[config.mk]
export PLATFORM = sky130hd
export DESIGN_NAME = rational_add_mul_compare
export DESIGN_NICKNAME = d
export VERILOG_FILES = /design/src/ramc_pkg.sv /design/src/ramc_mul.sv /design/src/ramc_div.sv /design/src/ramc_gcd.sv /design/src/rational_add_mul_compare.sv
export SDC_FILE = /design/constraint.sdc
export NUM_CORES = 2
export LEC_CHECK = 0
export BUFFER_PORTS_ARGS = -buffer_cell sky130_fd_sc_hd__buf_4
export CAP_MARGIN = 25
export CORE_MARGIN = 8
export CORE_UTILIZATION = 61
export CTS_CLUSTER_SIZE = 30
export DETAILED_ROUTE_END_ITERATION = 10
export HOLD_SLACK_MARGIN = 0.08
export PLACE_DENSITY_LB_ADDON = 0.15
export SLEW_MARGIN = 20
export SYNTH_ARGS = -nofsm -noshare
export SYNTH_HDL_FRONTEND = slang
export SYNTH_SLANG_ARGS = --single-unit
export TNS_END_PERCENT = 30
[constraint.sdc]
create_clock -name aclk -period 20.6 [get_ports aclk]
set_clock_uncertainty 0.1 [all_clocks]
set_input_delay 2.06 -clock aclk [delete_from_list [all_inputs] [get_ports aclk]]
set_output_delay 2.06 -clock aclk [all_outputs]
set_load 0.005 [all_outputs]
[src/ramc_pkg.sv]
package ramc_pkg;

    localparam int unsigned DEN_W  = 16;
    localparam int unsigned RNUM_W = 33;
    localparam int unsigned RDEN_W = 32;

    typedef enum logic [1:0] {
        OP_ADD = 2'd0,
        OP_MUL = 2'd1,
        OP_CMP = 2'd2,
        OP_RSV = 2'd3
    } op_t;

    typedef enum logic [1:0] {
        ORD_LESS    = 2'd0,
        ORD_EQUAL   = 2'd1,
        ORD_GREATER = 2'd2,
        ORD_RSV     = 2'd3
    } order_t;

    typedef enum logic [2:0] {
        ST_IDLE,
        ST_MUL,
        ST_SUM,
        ST_GCD,
        ST_DIVN,
        ST_DIVD,
        ST_DONE
    } ramc_state_t;

    // Start / busy pair between the sequencer and a multiplier, divider or gcd unit.
    typedef struct packed {
        logic start;
        logic busy;
    } unit_ctl_t;

endpackage

[src/ramc_mul.sv]
// Shift-add multiplier: one multiplier bit a cycle, unsigned magnitudes.
module ramc_mul #(
    parameter int unsigned AW = 16,
    parameter int unsigned BW = 16
) (
    input  logic              aclk,
    input  logic              aresetn,
    input  logic              start,
    input  logic [AW-1:0]     a,
    input  logic [BW-1:0]     b,
    output logic              busy,
    output logic [AW+BW-1:0]  prod
);
    localparam int unsigned CW = $clog2(BW + 1);

    logic [AW+BW-1:0] acc_reg, acc_next;
    logic [AW+BW-1:0] mcand_reg, mcand_next;
    logic [BW-1:0]    mplier_reg, mplier_next;
    logic [CW-1:0]    cnt_reg, cnt_next;

    always_comb begin
        acc_next    = acc_reg;
        mcand_next  = mcand_reg;
        mplier_next = mplier_reg;
        cnt_next    = cnt_reg;
        if (start) begin
            acc_next    = '0;
            mcand_next  = {{BW{1'b0}}, a};
            mplier_next = b;
            cnt_next    = CW'(BW);
        end else if (cnt_reg != '0) begin
            if (mplier_reg[0]) begin
                acc_next = acc_reg + mcand_reg;
            end
            mcand_next  = mcand_reg << 1;
            mplier_next = mplier_reg >> 1;
            cnt_next    = cnt_reg - CW'(1);
        end
    end

    always_ff @(posedge aclk) begin
        if (!aresetn) begin
            cnt_reg <= '0;
        end else begin
            cnt_reg <= cnt_next;
        end
        acc_reg    <= acc_next;
        mcand_reg  <= mcand_next;
        mplier_reg <= mplier_next;
    end

    assign busy = (cnt_reg != '0);
    assign prod = acc_reg;
endmodule

[src/ramc_div.sv]
// Restoring divider: one quotient bit a cycle.
module ramc_div #(
    parameter int unsigned W = 34
) (
    input  logic          aclk,
    input  logic          aresetn,
    input  logic          start,
    input  logic [W-1:0]  dividend,
    input  logic [W-1:0]  divisor,
    output logic          busy,
    output logic [W-1:0]  quot
);
    localparam int unsigned CW = $clog2(W + 1);

    logic [W-1:0]  q_reg, q_next;
    logic [W:0]    rem_reg, rem_next;
    logic [W-1:0]  dvs_reg, dvs_next;
    logic [CW-1:0] cnt_reg, cnt_next;
    logic [W:0]    trial;

    always_comb begin
        q_next   = q_reg;
        rem_next = rem_reg;
        dvs_next = dvs_reg;
        cnt_next = cnt_reg;
        trial    = {rem_reg[W-1:0], q_reg[W-1]};
        if (start) begin
            q_next   = dividend;
            rem_next = '0;
            dvs_next = divisor;
            cnt_next = CW'(W);
        end else if (cnt_reg != '0) begin
            if (trial >= {1'b0, dvs_reg}) begin
                rem_next = trial - {1'b0, dvs_reg};
                q_next   = {q_reg[W-2:0], 1'b1};
            end else begin
                rem_next = trial;
                q_next   = {q_reg[W-2:0], 1'b0};
            end
            cnt_next = cnt_reg - CW'(1);
        end
    end

    always_ff @(posedge aclk) begin
        if (!aresetn) begin
            cnt_reg <= '0;
        end else begin
            cnt_reg <= cnt_next;
        end
        q_reg   <= q_next;
        rem_reg <= rem_next;
        dvs_reg <= dvs_next;
    end

    assign busy = (cnt_reg != '0);
    assign quot = q_reg;
endmodule

[src/ramc_gcd.sv]
// Binary gcd: one halving or subtraction step a cycle. Both inputs non-zero
// is not required of x; y is always non-zero.
module ramc_gcd #(
    parameter int unsigned W = 34
) (
    input  logic          aclk,
    input  logic          aresetn,
    input  logic          start,
    input  logic [W-1:0]  x,
    input  logic [W-1:0]  y,
    output logic          busy,
    output logic [W-1:0]  g
);
    localparam int unsigned SW = $clog2(W + 1);

    logic [W-1:0]  u_reg, u_next;
    logic [W-1:0]  v_reg, v_next;
    logic [SW-1:0] sh_reg, sh_next;
    logic          run_reg, run_next;

    always_comb begin
        u_next   = u_reg;
        v_next   = v_reg;
        sh_next  = sh_reg;
        run_next = run_reg;
        if (start) begin
            u_next   = x;
            v_next   = y;
            sh_next  = '0;
            run_next = 1'b1;
        end else if (run_reg) begin
            priority if (u_reg == '0) begin
                run_next = 1'b0;
            end else if (!u_reg[0] && !v_reg[0]) begin
                u_next  = u_reg >> 1;
                v_next  = v_reg >> 1;
                sh_next = sh_reg + SW'(1);
            end else if (!u_reg[0]) begin
                u_next = u_reg >> 1;
            end else if (!v_reg[0]) begin
                v_next = v_reg >> 1;
            end else if (u_reg >= v_reg) begin
                u_next = (u_reg - v_reg) >> 1;
            end else begin
                v_next = (v_reg - u_reg) >> 1;
            end
        end
    end

    always_ff @(posedge aclk) begin
        if (!aresetn) begin
            run_reg <= 1'b0;
        end else begin
            run_reg <= run_next;
        end
        u_reg  <= u_next;
        v_reg  <= v_next;
        sh_reg <= sh_next;
    end

    assign busy = run_reg;
    assign g    = v_reg << sh_reg;
endmodule

[src/rational_add_mul_compare.sv]
// Channel  | Direction | Handshake          | Payload
// s_       | in        | s_valid / s_ready  | s_op, s_a_num, s_a_den, s_b_num, s_b_den
// m_       | out       | m_valid / m_ready  | m_res_num, m_res_den, m_order, m_den_error
//
// One beat in the sequencer at a time. Add/multiply: serial NUM_WIDTH+16 products, a sum,
// a binary gcd and two serial divides. Compare runs the products only; a zero
// denominator skips the products and goes from ST_MUL straight to ST_DONE.
// Reset (aresetn low, synchronous) empties the sequencer and the result slot.
// s_ready is high whenever the sequencer is idle; a held result only parks the
// next beat at its last step until the result slot frees.
module rational_add_mul_compare #(
    parameter int unsigned NUM_WIDTH = 16
) (
    input  logic                       aclk,
    input  logic                       aresetn,
    input  logic                       s_valid,
    output logic                       s_ready,
    input  logic [1:0]                 s_op,
    input  logic signed [NUM_WIDTH-1:0] s_a_num,
    input  logic [15:0]                s_a_den,
    input  logic signed [NUM_WIDTH-1:0] s_b_num,
    input  logic [15:0]                s_b_den,
    output logic                       m_valid,
    input  logic                       m_ready,
    output logic signed [32:0]         m_res_num,
    output logic [31:0]                m_res_den,
    output logic [1:0]                 m_order,
    output logic                       m_den_error
);
    import ramc_pkg::*;

    // Product magnitudes are NUM_WIDTH+16 bits; the sum needs one more bit,
    // and den*den is 32 bits, so W is the larger of the two.
    localparam int unsigned PW = NUM_WIDTH + DEN_W;
    localparam int unsigned W  = (PW + 1 > 2 * DEN_W) ? PW + 1 : 2 * DEN_W;

    ramc_state_t state_reg, state_next;

    logic [1:0]             op_reg;
    logic [NUM_WIDTH-1:0]   an_reg, bn_reg;
    logic [DEN_W-1:0]       ad_reg, bd_reg;
    logic                   an_neg, bn_neg;
    logic [NUM_WIDTH-1:0]   an_mag, bn_mag;

    logic signed [W:0]      l_reg, r_reg;
    logic [W-1:0]           nmag_reg, dd_reg, g_reg;
    logic                   nneg_reg;
    logic [W-1:0]           qn_reg;

    logic                   out_valid_reg;
    logic signed [32:0]     out_num_reg;
    logic [31:0]            out_den_reg;
    order_t                 out_ord_reg;
    logic                   out_err_reg;

    unit_ctl_t m1_ctl, m2_ctl, m3_ctl, g_ctl, d_ctl;
    logic [PW-1:0]          p1, p2;
    logic [2*DEN_W-1:0]     p3;
    logic [W-1:0]           g_out, d_quot;
    logic [W-1:0]           d_dividend;
    logic                   accept, load_done;

    assign accept = s_valid && s_ready;
    assign s_ready = (state_reg == ST_IDLE);

    assign an_neg = an_reg[NUM_WIDTH-1];
    assign bn_neg = bn_reg[NUM_WIDTH-1];
    assign an_mag = an_neg ? (~an_reg + NUM_WIDTH'(1)) : an_reg;
    assign bn_mag = bn_neg ? (~bn_reg + NUM_WIDTH'(1)) : bn_reg;

    // Cross products for add and compare; multiply takes its product from u_muln.
    logic [NUM_WIDTH-1:0] m1_a, m2_a;
    logic [DEN_W-1:0]     m1_b, m2_b;
    always_comb begin
        m1_a = an_mag;
        m1_b = bd_reg;
        m2_a = bn_mag;
        m2_b = ad_reg;
    end

    // Multiply needs a NUM x NUM product; use a separate unit sized for it.
    logic [2*NUM_WIDTH-1:0] pnn;
    unit_ctl_t mn_ctl;

    ramc_mul #(.AW(NUM_WIDTH), .BW(DEN_W)) u_mul1 (
        .aclk, .aresetn, .start(m1_ctl.start), .a(m1_a), .b(m1_b),
        .busy(m1_ctl.busy), .prod(p1)
    );
    ramc_mul #(.AW(NUM_WIDTH), .BW(DEN_W)) u_mul2 (
        .aclk, .aresetn, .start(m2_ctl.start), .a(m2_a), .b(m2_b),
        .busy(m2_ctl.busy), .prod(p2)
    );
    ramc_mul #(.AW(DEN_W), .BW(DEN_W)) u_mul3 (
        .aclk, .aresetn, .start(m3_ctl.start), .a(ad_reg), .b(bd_reg),
        .busy(m3_ctl.busy), .prod(p3)
    );
    ramc_mul #(.AW(NUM_WIDTH), .BW(NUM_WIDTH)) u_muln (
        .aclk, .aresetn, .start(mn_ctl.start), .a(an_mag), .b(bn_mag),
        .busy(mn_ctl.busy), .prod(pnn)
    );

    // Unsigned magnitude products resized to W+1 bits.
    localparam int unsigned NW = 2 * NUM_WIDTH;
    logic [W:0] pnn_w, p1_w, p2_w;
    assign pnn_w = (NW >= W + 1) ? (W+1)'(pnn) : (W+1)'({{(W+1){1'b0}}, pnn});
    assign p1_w  = (W+1)'({{(W+1){1'b0}}, p1});
    assign p2_w  = (W+1)'({{(W+1){1'b0}}, p2});

    // The gcd unit holds its result once it stops, so both divides read it directly.
    ramc_gcd #(.W(W)) u_gcd (
        .aclk, .aresetn, .start(g_ctl.start), .x(nmag_reg), .y(dd_reg),
        .busy(g_ctl.busy), .g(g_out)
    );
    ramc_div #(.W(W)) u_div (
        .aclk, .aresetn, .start(d_ctl.start), .dividend(d_dividend),
        .divisor(g_out), .busy(d_ctl.busy), .quot(d_quot)
    );

    logic mul_busy;
    assign mul_busy = m1_ctl.busy || m2_ctl.busy || m3_ctl.busy || mn_ctl.busy;

    // Sequencer: next state and unit starts.
    always_comb begin
        state_next   = state_reg;
        m1_ctl.start = 1'b0;
        m2_ctl.start = 1'b0;
        m3_ctl.start = 1'b0;
        mn_ctl.start = 1'b0;
        g_ctl.start  = 1'b0;
        d_ctl.start  = 1'b0;
        d_dividend   = nmag_reg;
        load_done    = 1'b0;
        unique case (state_reg)
            ST_IDLE: begin
                if (accept) begin
                    state_next = ST_MUL;
                end
            end
            ST_MUL: begin
                if (ad_reg == '0 || bd_reg == '0) begin
                    state_next = ST_DONE;
                end else begin
                    m1_ctl.start = 1'b1;
                    m2_ctl.start = 1'b1;
                    m3_ctl.start = 1'b1;
                    mn_ctl.start = 1'b1;
                    state_next   = ST_SUM;
                end
            end
            ST_SUM: begin
                if (!mul_busy) begin
                    state_next = ST_GCD;
                end
            end
            ST_GCD: begin
                if (op_reg == OP_CMP || op_reg == OP_RSV) begin
                    state_next = ST_DONE;
                end else if (!g_ctl.busy && g_reg == '0) begin
                    g_ctl.start = 1'b1;
                    state_next  = ST_DIVN;
                end
            end
            ST_DIVN: begin
                if (!g_ctl.busy && !d_ctl.busy) begin
                    d_ctl.start = 1'b1;
                    d_dividend  = nmag_reg;
                    state_next  = ST_DIVD;
                end
            end
            ST_DIVD: begin
                if (!d_ctl.busy) begin
                    d_ctl.start = 1'b1;
                    d_dividend  = dd_reg;
                    state_next  = ST_DONE;
                end
            end
            ST_DONE: begin
                // hold here until the divider is idle and the result slot is free or being drained
                if (!d_ctl.busy && (!out_valid_reg || m_ready)) begin
                    load_done  = 1'b1;
                    state_next = ST_IDLE;
                end
            end
            default: state_next = ST_IDLE;
        endcase
    end

    always_ff @(posedge aclk) begin
        if (!aresetn) begin
            state_reg <= ST_IDLE;
        end else begin
            state_reg <= state_next;
        end
    end

    // Datapath registers.
    logic signed [W:0] l_s, r_s, nsum;
    always_comb begin
        l_s  = (an_neg ? -$signed(p1_w) : $signed(p1_w));
        r_s  = (bn_neg ? -$signed(p2_w) : $signed(p2_w));
        if (op_reg == OP_MUL) begin
            nsum = (an_neg ^ bn_neg) ? -$signed(pnn_w) : $signed(pnn_w);
        end else begin
            nsum = l_s + r_s;
        end
    end

    always_ff @(posedge aclk) begin
        if (accept) begin
            op_reg <= s_op;
            an_reg <= s_a_num;
            bn_reg <= s_b_num;
            ad_reg <= s_a_den;
            bd_reg <= s_b_den;
        end
        if (state_reg == ST_SUM && !mul_busy) begin
            l_reg    <= l_s;
            r_reg    <= r_s;
            nneg_reg <= nsum[W];
            nmag_reg <= nsum[W] ? W'(-nsum) : W'(nsum);
            dd_reg   <= W'(p3);
            g_reg    <= '0;
        end
        if (state_reg == ST_DIVN && !g_ctl.busy && !d_ctl.busy) begin
            g_reg <= g_out;
        end
        if (state_reg == ST_DIVD && !d_ctl.busy) begin
            qn_reg <= d_quot;
        end
    end

    // Result slot.
    logic signed [W:0] qn_s;
    assign qn_s = nneg_reg ? -$signed({1'b0, qn_reg}) : $signed({1'b0, qn_reg});

    always_ff @(posedge aclk) begin
        if (!aresetn) begin
            out_valid_reg <= 1'b0;
        end else if (load_done) begin
            out_valid_reg <= 1'b1;
        end else if (m_ready) begin
            out_valid_reg <= 1'b0;
        end
        if (load_done) begin
            out_num_reg <= '0;
            out_den_reg <= 32'd1;
            out_ord_reg <= ORD_LESS;
            out_err_reg <= 1'b0;
            if (ad_reg == '0 || bd_reg == '0) begin
                out_ord_reg <= ORD_EQUAL;
                out_err_reg <= 1'b1;
            end else if (op_reg == OP_CMP || op_reg == OP_RSV) begin
                out_ord_reg <= (l_reg < r_reg) ? ORD_LESS :
                               ((l_reg > r_reg) ? ORD_GREATER : ORD_EQUAL);
            end else begin
                out_num_reg <= 33'(qn_s);
                out_den_reg <= 32'(d_quot);
            end
        end
    end

    assign m_valid     = out_valid_reg;
    assign m_res_num   = out_num_reg;
    assign m_res_den   = out_den_reg;
    assign m_order     = out_ord_reg;
    assign m_den_error = out_err_reg;
endmodule

==> impl_results.md <==
* Die ar. at 92900 µm²
* CP Class: reg -> reg
* EDFF count, synth at 593
* Post-Layout Cell Count at 6680
* Synth area leaders: edfxtp_1 35%, dfxtp_1 10%, ha_1 7.5%
* Async S/R FF share, synth at 0
* Reg2Reg Launch Point: u_mul1.prod[1]
* Slowest-stage cell, CP: or4b_2
* Worst-path clk slew at 0.06 ns
* Clock root buffer: clkbuf_16
* Critical Path RT at 20.92 ns
* Hold violation count in the final report at 0
* Routed wire length at 139000 µm
* Setup repair bufs after CTS at 0
* Chip height at 305 µm
* Post-cts hold buffer count at 0
* Primary FF master, synth: edfxtp_1
* DR WL met2 at 66400 µm
* Crit. End Element: flop
* Wire length per cell at 20.9 µm
* CP top delay family: compound AO/OA/AOI/OAI gates
* Layout Nets at 5903
* Post-synth top cells: 758 x nand2_1, 593 x edfxtp_1, 532 x nor2_1
* Max Used Layer: met4
* Ordered list of cells on the worst path: inv_1 > ha_1 > or4b_2 > o21ai_0 > xnor2_1 > ha_1 > or4_1 > o21ai_0 > a211oi_1 > nor3b_1 > o31a_1 > a31oi_1 > a211o_1 > a31oi_2 > o31ai_1 > o41ai_2 > xor2_1 > mux2i_1 > buf_4 > inv_1 > o21ai_0 > xor2_1
* Share of post-route cells with drive strength above 1 at 0.0782
* Most common cell in the netlist: nand2_1
* Hold path depth at 0
* Num ports at 140
* Fin crit period at 6.43 ns
* DP Wirelength at 102000 µm
* Post-Syn Instances at 5476
* Unrepaired setup endpoints after global routing: no
* Mapped Avg Cell Area at 9.29 µm²
* Total Routing Usage GR at 0.290
* Final Max Slew Viols at 0
* Bufs on Longest Clock Path at 3
* Initial antenna violation count at 2
* Vias in the first global route at 39.1k
* Slew headroom at 0.306
* Worst path bufs/invs at 3
* FF-to-FF End: nmag_reg[17]
* Final Cycle Share at 0.312
* M1 wire length at 56800 µm
* Starting Density at 0.612
* Placed insts at 6506
* Antenna-violating nets left at 0
* Warnings, synthesis at 0
* Count of endpoints failing setup in the final report at 0
* Cell Rows at 106
* Total core area at 83200 µm²
* Synthesized flop and latch total at 855
* Area grow syn2layout at 9.98%
* Largest net degree at the start of global routing at 165
* Seq/Total Area, Yosys at 0.453
* Startpoint Class: flop
* Gpl congestion at 1.00
* CTS H-tree lvls at 3
* Distinct cells, synth at 90
* Worst min path class: reg -> reg
* Cell Pwr Density at 156 nW/µm²
* VDD IR-drop max at 0.146 mV
* Hold path endpoint: dd_reg[31]
* Fmax at 0.155 GHz
* Setup_tns at 0 ns
* Syn_nets at 5857
* Clk sinks at 855
* Port Buffers at 139
* Met3 WL at 8810 µm
* Static Leak at 22.8 nW
* Largest area contributor in the netlist: edfxtp_1
* Cell mode on critical path: o21ai_0
* CTS tree: built
* Mapped Area at 50900 µm²
* Drt first pass iters at 5
* Max_cap viols at 0
* Yosys top cell area share at 0.350
* Reg2reg setup slack at 14.17 ns
* Status: completed
* Arr. time, crit path at 6.75 ns
* Vias/cell at 6.13
* Total CTS buffers at 93
* Worst hold start: u_mul3.prod[31]
* CP max stage delay at 0.69 ns
* R2R depth at 22
* Vias at 41.0k
* CP Launch Point: u_mul1.prod[1]
* First-pass GRT wire length at 217000 µm
* Post-CTS resize count at 0
* Filler cells at 6757
* Actual slew at the worst max-slew pin at 1.03 ns
* Die width at 305 µm
* GRT Residual Overflow at 0
* CP max FO at 23
* Initial DRC Count at 3612
* Residual DRC at 0
* Worst-skew pair later-pin latency at 0.67 ns
[worst max-delay path by stage]
stage,endpoint,cells past startpoint
3_5_place_dp,nmag_reg[12],22
3_3_place_gp,nmag_reg[12],22
5_1_grt,nmag_reg[31],21
4_1_cts,nmag_reg[12],22
6_report,nmag_reg[17],22
2_1_floorplan,dd_reg[0],6
[cell type report]
cell class                 count  area (µm²)  share of cell area
multi-input combinational   4086       25900               0.464
clock inverter                52         495             0.00885
inverter                     287        1080              0.0193
clock buffer                 120        2530              0.0453
timing repair buffer         199        1500              0.0269
antenna                        1        2.50           0.0000447
tap                         1080        1350              0.0241
sequential                   855       23100               0.412
[through the flow]
stage / hold slack [ns] / utilization / instance area, µm² / worst slack [ns] / total power [mW]
2_1_floorplan: 0.317 / - / 50900 / 12.78 / 5.98
3_3_place_gp: 0.349 / 0.636 / 52900 / 14.41 / 6.95
5_1_grt: 0.382 / 0.673 / 56000 / 13.53 / 9.36
6_report: 0.362 / 0.673 / 56000 / 14.17 / 8.75
4_1_cts: 0.366 / 0.673 / 56000 / 14.23 / 8.75
3_5_place_dp: 0.346 / 0.636 / 52900 / 14.29 / 7.06
[per-layer routing]
metal,global-route usage,vias to the layer above
li1,-,19724
met3,0.0445,351
met2,0.491,1334
met5,0,-
met4,0.132,0
met1,0.365,19546
[layout by cell type (no fill, tap or decap), types with 68 or more instances in the layout]
master,synthesis,routed
nor3_1,122,120
clkbuf_16,0,95
xor2_1,159,159
o21ai_0,254,253
a21oi_1,470,470
ha_1,303,303
inv_1,284,283
nand3_1,101,101
nor2b_1,70,68
buf_4,0,197
o21a_1,79,79
dfxtp_1,262,261
nand2_1,758,757
nor2_1,532,528
a21o_1,119,119
edfxtp_1,593,593
xnor2_1,221,220
[power breakdown]
part / switching, mW / internal, mW
sequential: 0.390 / 2.52
clock: 0.712 / 0.949
combinational: 2.58 / 1.61
[cell families after synthesis]
kind of cell               share of synthesized area
adders and majority gates                     0.0782
and+or+nand+nor                                0.176
DFF                                            0.453
buffers and inverters                         0.0397
AOI/OAI and AO/OA                              0.169
muxes                                         0.0181
xor gates and xnor gates                      0.0663
Power figures use the tool's default switching activity.
